[src/rtl/plm_pkg.sv]
`timescale 1ns / 1ps
`default_nettype none

package plm_pkg;

  // Address split: directory index, table index, page offset
  localparam int unsigned DIR_IDX_W         = 10;
  localparam int unsigned TBL_IDX_W         = 10;
  localparam int unsigned OFF_W             = 12;
  localparam int unsigned DIR_ENTRIES       = 1024;
  localparam int unsigned ENTRIES_PER_TABLE = 1024;
  localparam int unsigned FRAME_W           = 32 - OFF_W;

  // Result status codes
  typedef enum logic [1:0] {
    ST_OK         = 2'd0,
    ST_MISALIGNED = 2'd1,
    ST_NO_SPACE   = 2'd2,
    ST_NOT_MAPPED = 2'd3
  } status_e;

  // Input action codes
  typedef enum logic {
    ACT_MAP    = 1'b0,
    ACT_LOOKUP = 1'b1
  } action_e;

  // Classification done by the front end
  typedef enum logic [1:0] {
    KIND_MISALIGNED,
    KIND_MAP,
    KIND_LOOKUP
  } kind_e;

  // Back-end sequencer states
  typedef enum logic [1:0] {
    BS_CLEAR,
    BS_IDLE,
    BS_DIR,
    BS_TBL
  } back_state_e;

  // Classified command held in the front-end queue
  typedef struct packed {
    kind_e                  kind;
    logic [DIR_IDX_W-1:0]   dir_idx;
    logic [TBL_IDX_W-1:0]   tbl_idx;
    logic [OFF_W-1:0]       offset;
    logic [31:0]            entry;
  } cmd_t;

endpackage

`default_nettype wire

[src/rtl/plm_in_if.sv]
`timescale 1ns / 1ps
`default_nettype none

interface plm_in_if;
  logic        valid;
  logic        ready;
  logic        action;
  logic [31:0] virt_addr;
  logic [31:0] phys_addr;
  logic [11:0] entry_flags;

  modport source (output valid, action, virt_addr, phys_addr, entry_flags, input ready);
  modport sink   (input valid, action, virt_addr, phys_addr, entry_flags, output ready);
endinterface

`default_nettype wire

[src/rtl/plm_front.sv]
`timescale 1ns / 1ps
`default_nettype none

module plm_front
  import plm_pkg::*;
(
  input  wire logic clk_i,
  input  wire logic rst_ni,
  plm_in_if.sink    in_i,
  input  wire logic clearing_i,
  output cmd_t      cmd_o,
  output logic      cmd_valid_o,
  input  wire logic cmd_pop_i
);

  localparam int unsigned QDEPTH = 2;

  cmd_t       fifo_q [QDEPTH];
  logic       wr_ptr_q, wr_ptr_d;
  logic       rd_ptr_q, rd_ptr_d;
  logic [1:0] count_q, count_d;
  logic       push;
  logic       pop;
  logic       misaligned;
  cmd_t       cmd_new;

  // No transactions taken while the memories are being swept after reset
  assign in_i.ready = (count_q != 2'(QDEPTH)) && !clearing_i;
  assign push       = in_i.valid && in_i.ready;
  assign pop        = cmd_pop_i && (count_q != 2'd0);

  // Classify the incoming transaction
  assign misaligned = (in_i.virt_addr[OFF_W-1:0] != '0) || (in_i.phys_addr[OFF_W-1:0] != '0);

  always_comb begin
    cmd_new.dir_idx = in_i.virt_addr[31 -: DIR_IDX_W];
    cmd_new.tbl_idx = in_i.virt_addr[OFF_W +: TBL_IDX_W];
    cmd_new.offset  = in_i.virt_addr[OFF_W-1:0];
    cmd_new.entry   = {in_i.phys_addr[31:OFF_W], in_i.entry_flags};
    if (action_e'(in_i.action) == ACT_LOOKUP) begin
      cmd_new.kind = KIND_LOOKUP;
    end else if (misaligned) begin
      cmd_new.kind = KIND_MISALIGNED;
    end else begin
      cmd_new.kind = KIND_MAP;
    end
  end

  // Queue pointers
  always_comb begin
    wr_ptr_d = push ? ~wr_ptr_q : wr_ptr_q;
    rd_ptr_d = pop  ? ~rd_ptr_q : rd_ptr_q;
    count_d  = count_q + 2'(push) - 2'(pop);
  end

  always_ff @(posedge clk_i or negedge rst_ni) begin
    if (!rst_ni) begin
      wr_ptr_q <= 1'b0;
      rd_ptr_q <= 1'b0;
      count_q  <= 2'd0;
    end else begin
      wr_ptr_q <= wr_ptr_d;
      rd_ptr_q <= rd_ptr_d;
      count_q  <= count_d;
    end
  end

  // Queue storage
  always_ff @(posedge clk_i) begin
    if (push) begin
      fifo_q[wr_ptr_q] <= cmd_new;
    end
  end

  assign cmd_o       = fifo_q[rd_ptr_q];
  assign cmd_valid_o = (count_q != 2'd0);

endmodule

`default_nettype wire

[src/flat_wrapper.sv]
// flat-port wrapper written by rule: the top's interface ports become plain ports
module plm_front_flat import plm_pkg::*;
  (clk_i, rst_ni, clearing_i, cmd_o, cmd_valid_o, cmd_pop_i, in_i_valid, in_i_action, in_i_virt_addr, in_i_phys_addr, in_i_entry_flags, in_i_ready);
  plm_in_if in_i_i ();
  input  wire logic clk_i;
  input  wire logic rst_ni;
  input  wire logic clearing_i;
  output cmd_t cmd_o;
  output logic cmd_valid_o;
  input  wire logic cmd_pop_i;
  input wire logic [$bits(in_i_i.valid)-1:0] in_i_valid;
  input wire logic [$bits(in_i_i.action)-1:0] in_i_action;
  input wire logic [$bits(in_i_i.virt_addr)-1:0] in_i_virt_addr;
  input wire logic [$bits(in_i_i.phys_addr)-1:0] in_i_phys_addr;
  input wire logic [$bits(in_i_i.entry_flags)-1:0] in_i_entry_flags;
  output wire logic [$bits(in_i_i.ready)-1:0] in_i_ready;
  assign in_i_i.valid = in_i_valid;
  assign in_i_i.action = in_i_action;
  assign in_i_i.virt_addr = in_i_virt_addr;
  assign in_i_i.phys_addr = in_i_phys_addr;
  assign in_i_i.entry_flags = in_i_entry_flags;
  assign in_i_ready = in_i_i.ready;
  plm_front u_core (.clk_i(clk_i), .rst_ni(rst_ni), .in_i(in_i_i), .clearing_i(clearing_i), .cmd_o(cmd_o), .cmd_valid_o(cmd_valid_o), .cmd_pop_i(cmd_pop_i));
endmodule
[config.mk]
export PLATFORM = sky130hd
export DESIGN_NAME = plm_front_flat
export DESIGN_NICKNAME = d
export VERILOG_FILES = /design/src/rtl/plm_pkg.sv /design/src/rtl/plm_in_if.sv /design/src/rtl/plm_front.sv /design/src/flat_wrapper.sv
export SDC_FILE = /design/constraint.sdc
export NUM_CORES = 1
export LEC_CHECK = 0
export ABC_AREA = 1
export BUFFER_PORTS_ARGS = -buffer_cell sky130_fd_sc_hd__buf_2
export CAP_MARGIN = 20
export CORE_ASPECT_RATIO = 0.75
export CORE_MARGIN = 4
export CORE_UTILIZATION = 57
export CTS_BUF_LIST = sky130_fd_sc_hd__clkbuf_4
export DETAILED_ROUTE_END_ITERATION = 12
export PLACE_DENSITY = 0.87
export SETUP_SLACK_MARGIN = 0.02
export SYNTH_ARGS = -nofsm -noshare
export SYNTH_HDL_FRONTEND = slang
export SYNTH_SLANG_ARGS = --single-unit
[constraint.sdc]
create_clock -name clk_i -period 8.5 [get_ports clk_i]
set_input_delay 0.85 -clock clk_i [delete_from_list [all_inputs] [get_ports clk_i]]
set_output_delay 0.85 -clock clk_i [all_outputs]
set_load 0.005 [all_outputs]
== Yosys cells after proc, flatten, opt, wreduce, memory -nomap -nowiden ==
Memory sizes are Yosys's and may differ from the RTL's.
Cells that the tools add are included.

* Output and inout port bits: 68
* Bits in writable memories: 132
* Memories kept: 1
* Flip-flop bits (word level): 4

{| class="wikitable"
|+ Memory list
! name !! depth !! width !! rd ports !! clocked after memory_dff !! write ports !! line !! text
|-
| u_core.fifo_q || 2 || 66 || 1 || 0 || 1 || plm_front.sv:18 || <nowiki>cmd_t fifo_q [QDEPTH];</nowiki>
|}

* Equality and inequality tests: 1
* Add/subtract/negate cells: 2
* Reduce and logical (&&, ||, !) cells: 8
* Bitwise gates (word level): 2
* Mux-type cells: 4

{| class="wikitable"
|+ Operator list
! kind !! number
|-
| nonzero test 12 bit || 2
|-
| logical AND 1 bit || 3
|-
| two-way mux 1 bit || 3
|-
| adder 2 x 1 -> 2 bit || 1
|-
| two-way mux 2 bit || 1
|-
| inequality test 2 bit, second input constant || 1
|-
| NOT 1 bit || 2
|-
| nonzero test 2 bit || 1
|-
| subtractor 2 x 1 -> 2 bit || 1
|-
| logical NOT 1 bit || 1
|-
| logical OR 1 bit || 1
|}

== Logic depth before layout (Yosys ltp) ==
Gate-level depths: netlist of the first run.

* Word-level depth: 5
* Depth in mapped cells: 9
* Mapped depth without buffers: 9

== Worst setup path before layout of the first run ==
OpenSTA, ideal clock, no wires.

* Path kind: in2reg
* Start point: input port clearing_i
* End point: memory u_core.fifo_q[0][0] (netlist bit), enable pin
* Required time: 8,009 ps
* Slack: 4,206 ps
* Library setup time: 491 ps
* Stages: 3
* Arrival: 3,804 ps
* Path through: inv_1 nand3_1 nor2_1

* Longest elaborated chain between the ends: 5

{| class="wikitable"
|+ Ends and longest elaborated chain
! what !! line !! text
|-
| from (decl) || flat_wrapper.sv:7 || <nowiki>input wire logic clearing_i;</nowiki>
|-
| logical NOT 1 bit || plm_front.sv:28 || <nowiki>assign in_i.ready = (count_q != 2'(QDEPTH)) && !clearing_i;</nowiki>
|-
| logical AND 1 bit || plm_front.sv:28 ||
|-
| logical AND 1 bit || plm_front.sv:29 || <nowiki>assign push = in_i.valid && in_i.ready;</nowiki>
|-
| two-way mux 1 bit || plm_front.sv:70 || <nowiki>if (push) begin</nowiki>
|-
| two-way mux 1 bit (not written as such) || plm_front.sv:71 || <nowiki>fifo_q[wr_ptr_q] <= cmd_new;</nowiki>
|-
| to (decl) || plm_front.sv:18 ||
|}

Every way passes these cells.

==> key figures, run 1 <==
Status
  • Status: completed

STA
  • Post-route setup slack: 5760 ps
  • Slew Limit Headroom: 0.507
  • Hold Violations, Final: 0
  • Setup Viol. Count Final: 0
  • Final setup TNS: 0 ps
  • Worst slew pin tran: 737 ps
  • Max-slew violations: 0
  • Skew final: 17.3 ps
  • RSZ-0062 raised after global routing: false
  • Max Clk Rate: 0.365 GHz
  • Hold Slack: 138 ps
  • Period minus WS final: 2740 ps
  • Tcrit/Tclk final: 0.323

Clock tree
  • Setup Fix Bufs, Post-CTS: 0
  • CTS tree: yes
  • Post-CTS sizing: 0
  • # hold bufs at CTS: 0
  • Clock sink count: 136
  • Clk_lat worst skew: 510 ps
  • CTS Buf Count: 17
  • Clk pin slew, worst setup/hold paths: 100 ps
  • Root Buffer: clkbuf_4
  • H-tree levels: 4
  • CTS Buffer Depth: 2

GRT
  • Vias in the first global route: 3400
  • Global-route wire length before repair: 16.3 mm
  • Largest net degree at the start of global routing: 67
  • Remaining global-route overflow: 0
  • Total track usage: 0.206
  • Initial antenna violation count: 1

Place
  • Placed wire-length estimate: 6.91 mm
  • Dpl ws: 5580 ps
  • Placed Instances: 642
  • Port bufs: 149
  • Gp weighted congestion: 0.789

Setup path
  • CP Class: flop to output pin
  • Crit Path Max Fanout: 38
  • Worst setup EP type: output pin
  • Crit start category: flop
  • Worst EP required: 7650 ps
  • Worst Path Arrival: 1890 ps

Drt
  • Via count: 3381
  • Post-route ant nets: 0
  • Iteration-0 DRC count of the detailed router: 252
  • Via/cell ratio: 5.03
  • Wirelength per Cell: 15.4 microns
  • Final WL: 10.3 mm
  • Drt pass-1 iters: 5
  • # DRC: 0

Cells and area
  • Layout Nets: 637
  • Ant diodes: 0
  • Final Non-Filler Cells: 672
  • Layout cells sized above 1: 0.333
  • Layout area overhead: 23.6%
  • Fill count: 573

Yosys
  • Largest area contributor in the netlist: edfxtp_1
  • Top-area cell type share of the netlist area: 0.777
  • Yosys reg bits: 136
  • Syn_nets: 478
  • Synthesized area per cell: 12.9 sq um
  • Sequential-to-total area share from yosys stat: 0.797
  • Synth area leaders: edfxtp_1 (78%), nand2_1 (15%), dfrtp_1 (2.0%), nor2_1 (1.3%), buf_2 (1.1%)
  • Number of warnings issued by yosys: 0
  • Cell area after synthesis: 5100 sq um
  • Netlist cell types: 16
  • Post-Syn Instances: 394

Floorplan
  • Chip width: 117 microns
  • Starting Density: 0.593
  • Rows: 29
  • Core Box Area: 8600 sq um
  • I/O pin cnt: 150
  • Die ar.: 10500 sq um
  • Die Span Y: 89.9 microns

Power
  • Pwr Density: 299 nW/um^2
  • Leakage: 2.77 nW
  • Worst ir drop on vdd: 0.201 mV

Flow run
  • MaxCap Viol Count: 0

Worst hold path
  • HP Class: input port to async pin
-- placed cells by master, fill, tap and decap left out, types with 2 or more instances in the layout --
cell / netlist / final
nor2_1: 17 / 15
buf_2: 11 / 149
clkinv_4: 0 / 3
xor2_1: 3 / 3
edfxtp_1: 132 / 132
clkinv_2: 0 / 3
nand2_1: 208 / 208
ha_1: 2 / 2
buf_4: 2 / 4
nor2_4: 0 / 2
inv_1: 7 / 7
dfrtp_1: 4 / 3
clkbuf_4: 0 / 17
bufinv_16: 0 / 5
inv_2: 2 / 2
-- kinds of logic (layout without fill, tap and decap cells) --
family,count (synthesis),count (layout),share of synthesized area
AND/OR/NAND/NOR,228,228,0.169
XOR/XNOR,4,4,0.00687
AO/OA/AOI/OAI,1,1,0.000981
adder cells (fa/ha/maj),2,2,0.00491
buffers and inverters,23,193,0.0211
flip-flops,136,136,0.797
-- registers in the layout, summed over array words and instances (netlist names) --
name / flops
u_core.count_q: 2
u_core.fifo_q: 132
u_core.wr_ptr_q: 1
u_core.rd_ptr_q: 1
-- metrics by stage --
stage	total power, W	utilization	area [sq um]
floorplan	0.00118	-	5100
global placement	0.00140	0.692	5950
detailed placement	0.00143	0.694	5970
CTS	0.00191	0.733	6300
global route	0.00201	0.733	6300
finish	0.00188	0.733	6300
-- cell usage after synthesis --
library cell	number
nor2_1	17
buf_2	11
dfrtp_1	4
and2_0	1
clkbuf_1	1
xor2_1	3
inv_1	7
nand2_1	208
a21oi_1	1
edfxtp_1	132
or2_0	1
xnor2_1	1
ha_1	2
inv_2	2
nand3_1	1
buf_4	2
-- where the power goes --
group	internal [W]	leakage [nW]	switching (W)
Clock	0.000260	0.179	0.000222
Sequential	0.000835	1.25	0.0000242
Combinational	0.000202	1.34	0.000343
-- routing by layer --
layer / vias up / GRT usage / wire length, microns
li1: 1633 / - / -
met5: - / 0 / 13
met4: 2 / 0.0544 / 106
met1: 1580 / 0.264 / 4220
met2: 150 / 0.331 / 5070
met3: 16 / 0.0805 / 925
-- final timing paths --
check,startpoint,endpoint,slack (ps),cells after the start
worst max-delay path,u_core.rd_ptr_q,cmd_o[35],5760,5
worst min-delay path,rst_ni,u_core.count_q[1],140,1
worst max register to register,u_core.count_q[1],u_core.fifo_q[1][65],6160,4
worst min register to register,u_core.count_q[1],u_core.count_q[1],630,2
max in group asynchronous,rst_ni,u_core.rd_ptr_q,8220,1
min in group clk_i,in_i_phys_addr[25],u_core.fifo_q[0][25],520,1
-- critical path: stages, from the launching register on --
cell and delay, ps:
dfrtp_2 420, inv_2 410, buf_12 270, nand2_1 70, nand2_1 80, buf_2 120
-- final cells by class --
type	count	area [sq um]	area share
Timing Repair Buffer	154	796	0.126
Multi-Input combinational cell	235	942	0.149
Sequential cell	136	4070	0.645
Clock inverter	13	204	0.0324
Inverter	9	33.8	0.00536
Clock buffer	17	128	0.0202
Tap cell	108	135	0.0214
Power figures use the tool's default switching activity.
==> run 2: changes to the inputs <==
--- a/config.mk
+++ b/config.mk
@@ -5,15 +5,15 @@
 export SDC_FILE = /design/constraint.sdc
 export NUM_CORES = 1
 export LEC_CHECK = 0
-export ABC_AREA = 1
+export ABC_AREA = 0
 export BUFFER_PORTS_ARGS = -buffer_cell sky130_fd_sc_hd__buf_2
 export CAP_MARGIN = 20
 export CORE_ASPECT_RATIO = 0.75
 export CORE_MARGIN = 4
-export CORE_UTILIZATION = 57
+export CORE_UTILIZATION = 48
 export CTS_BUF_LIST = sky130_fd_sc_hd__clkbuf_4
 export DETAILED_ROUTE_END_ITERATION = 12
-export PLACE_DENSITY = 0.87
+export PLACE_DENSITY = 0.78
 export SETUP_SLACK_MARGIN = 0.02
 export SYNTH_ARGS = -nofsm -noshare
 export SYNTH_HDL_FRONTEND = slang
==> constraint.sdc (replaced) <==
create_clock -name clk_i -period 2.5 [get_ports clk_i]
set_input_delay 0.25 -clock clk_i [delete_from_list [all_inputs] [get_ports clk_i]]
set_output_delay 0.25 -clock clk_i [all_outputs]
set_load 0.005 [all_outputs]
==> run 2 against run 1 <==
  * Setup slack worse by 5400 ps
  * Final area is 13% higher
  * Routed wire length is 2.2% higher
  * Highest routed layer is now met4
  * Count of clock-buffer cells in the layout is 1 higher
  * Largest cell class unchanged
==> key figures, run 2 <==
Yosys
  • Synth Flop Type: edfxtp_1
  • Post-Syn Instances: 235 (-40%)
  • Sequential-to-total area share from yosys stat: 0.790 (-0.00717)
  • Cell area after synthesis: 5140 sq um (+0.91%)
  • Post-synth EDFFs: 132 (unchanged)
  • Synthesized area per cell: 21.9 sq um (+69%)
  • Synth area leaders: edfxtp_1 (77%), mux2_4 (8.8%), mux2_2 (7.9%), dfrtp_1 (1.9%), buf_6 (0.66%)
  • Yosys reg bits: 136 (unchanged)
  • Netlist cell types: 21 (+5)
  • Most instantiated cells after synthesis: edfxtp_1 (132), mux2_2 (36), mux2_4 (30)
  • Top-area cell type share of the netlist area: 0.770 (-0.00700)
  • Syn_nets: 319 (-33%)
  • Largest area contributor in the netlist: edfxtp_1
  • Most numerous cell in the Yosys netlist: edfxtp_1
  • Synth async-reset ratio: 0.0294 (unchanged)
  • Number of warnings issued by yosys: 0 (unchanged)

Status
  • Status: completed

Flow run
  • MaxCap Viol Count: 0 (unchanged)

Setup path
  • Worst EP required: 2250 ps (-5400 ps)
  • Crit start category: flop
  • Crit Path Max Fanout: 18 (-53%)
  • R2r setup slk: 710 ps (-5450 ps)
  • Worst setup EP type: output pin
  • Worst Path Arrival: 1900 ps (about the same)
  • CP Class: flop to output pin

Drt
  • Wirelength per Cell: 17.1 microns (+11%)
  • Post-route ant nets: 0 (unchanged)
  • # DRC: 0 (unchanged)
  • Iteration-0 DRC count of the detailed router: 130 (-48%)
  • Via/cell ratio: 4.80 (-4.6%)
  • Via count: 2977 (-12%)
  • Final WL: 10.6 mm (+2.2%)
  • Drt pass-1 iters: 4 (-1)

STA
  • Worst slew pin tran: 625 ps (-112 ps)
  • Max Clk Rate: 0.465 GHz
  • Tcrit/Tclk final: 0.859
  • Period minus WS final: 2150 ps
  • RSZ-0062 raised after global routing: false
  • Final setup TNS: 0 ps (unchanged)
  • Max-slew violations: 0 (unchanged)
  • Hold Violations, Final: 0 (unchanged)
  • Skew final: 18.3 ps (+1.02 ps)
  • Slew Limit Headroom: 0.583 (+0.0758)
  • Setup Viol. Count Final: 0 (unchanged)
  • Post-route setup slack: 352 ps (-5410 ps)

Clock tree
  • Clock sink count: 136 (unchanged)
  • Clk pin slew, worst setup/hold paths: 120 ps (+20 ps)
  • CTS tree: yes
  • CTS Buf Count: 17 (unchanged)
  • Clk_lat worst skew: 520 ps (about the same)
  • CTS Buffer Depth: 2 (unchanged)
  • Root Buffer: clkbuf_4
  • H-tree levels: 4 (unchanged)

Power
  • Worst ir drop on vdd: 0.690 mV (+240%)
  • Leakage: 2.81 nW (+1.6%)
  • Pwr Density: 909 nW/um^2 (+200%)

GRT
  • Largest net degree at the start of global routing: 47 (-30%)
  • Global-route wire length before repair: 16.3 mm (-0.12%)
  • Remaining global-route overflow: 0 (unchanged)
  • Initial antenna violation count: 0 (-1)
  • Total track usage: 0.173 (-0.0331)
  • Vias in the first global route: 3211 (-5.6%)

Floorplan
  • Core Box Area: 10400 sq um (+21%)
  • Die Span Y: 97.7 microns (+8.6%)
  • Starting Density: 0.496 (-0.0968)
  • Rows: 32 (+10%)
  • Die ar.: 12500 sq um (+18%)
  • I/O pin cnt: 150 (unchanged)
  • Chip width: 128 microns (+8.8%)

Cells and area
  • Sequential Area: 4070 sq um (about the same)
  • Most frequent cells in the layout: buf_2 (149), edfxtp_1 (132), dlygate4sd3_1 (67)
  • Layout area overhead: 38.4%
  • Layout Nets: 555 (-13%)
  • Max reg flops: 132 (unchanged)
  • Biggest register: u_core.fifo_q
  • Largest regs: u_core.fifo_q (132), u_core.count_q (2)
  • Final Non-Filler Cells: 620 (-7.7%)
  • Ant diodes: 0 (unchanged)
  • Multi-input gate area: 1020 sq um (+8.1%)
  • Layout cells sized above 1: 0.537 (+0.204)
  • Fill count: 690 (+20%)
  • Most common cell after layout, fill and taps aside: buf_2

Place
  • Gp weighted congestion: 0.738 (-6.5%)
  • Placed wire-length estimate: 6.44 mm (-6.9%)
  • Dpl ws: 692 ps (-4890 ps)
  • Placed Instances: 520 (-19%)
  • Port bufs: 149 (unchanged)

Worst hold path
  • HP Class: input port to async pin
-- run 2: changes by cell type after synthesis, sizes merged, moves of 2 or more --
cell   delta
nand2   -208
mux2     +66
nor2     -14
buf       -6
inv       -5
nor4      +5
xnor2     +2
xor2      -2
-- run 2: cell type report --
type | instances | share of cell area
Sequential cell | 136 | 0.571
Timing Repair Buffer | 224 | 0.213
Multi-Input combinational cell | 88 | 0.143
Clock inverter | 14 | 0.0278
Tap cell | 136 | 0.0239
Clock buffer | 18 | 0.0190
Inverter | 4 | 0.00211
-- run 2: per-stage QoR --
stage               instance area [sq um]  total power (W)   util  hold WS [ps]
floorplan                            5150          0.00411      -         -45.6
global placement                     6090          0.00475  0.588          62.6
detailed placement                   6090          0.00478  0.588          64.3
CTS                                  7100          0.00648  0.684          19.0
global route                         7120          0.00679  0.686          20.9
finish                               7120          0.00647  0.686          68.6
-- run 2: cells by family (layout without fill, tap and decap cells) --
logic type               count (synthesis)  in the layout  share of synthesized area
flip-flops                             136            136                      0.790
AND/OR/NAND/NOR                         14             14                     0.0156
multiplexers                            66             66                      0.166
buffers and inverters                   11            260                     0.0139
adder cells (fa/ha/maj)                  2              2                    0.00486
AO/OA/AOI/OAI                            2              2                    0.00267
XOR/XNOR                                 4              4                    0.00681
-- run 2: worst paths after layout --
kind	cells after the start	endpoint	startpoint
setup / recovery	3	cmd_o[23]	u_core.rd_ptr_q
hold / removal	2	u_core.count_q[0]	rst_ni
setup reg to reg	7	u_core.count_q[1]	u_core.count_q[1]
hold reg to reg	1	u_core.count_q[1]	u_core.count_q[1]
max in group asynchronous	2	u_core.rd_ptr_q	rst_ni
min in group clk_i	4	u_core.fifo_q[1][64]	in_i_phys_addr[10]
-- run 2: worst max-delay path, stage by stage (launching register included) --
cell and delay [ps]:
dfrtp_4 640, buf_4 260, mux2_2 360, buf_2 130
-- run 2: what timing repair did --
action | in CTS | in global routing
resized for setup | 0 | 0
endpoints found under the setup margin | 0 | 7
setup buffers | 0 | 1
hold buffers | 67 | 0
endpoints found under the hold margin | 135 | 0
-- run 2: where the power goes --
part           total [W]  switching (W)  internal, W
Clock            0.00162       0.000806     0.000815
Combinational    0.00186       0.000789      0.00107
Sequential       0.00299       0.000150      0.00284
-- run 2: metal layers --
layer  global-route usage  part of all wire  routed length, microns
met1                0.191              0.39                    4160
met5                    0                 0                       0
met3               0.0632             0.075                     792
met2                0.300              0.52                    5520
met4               0.0742            0.0096                     102
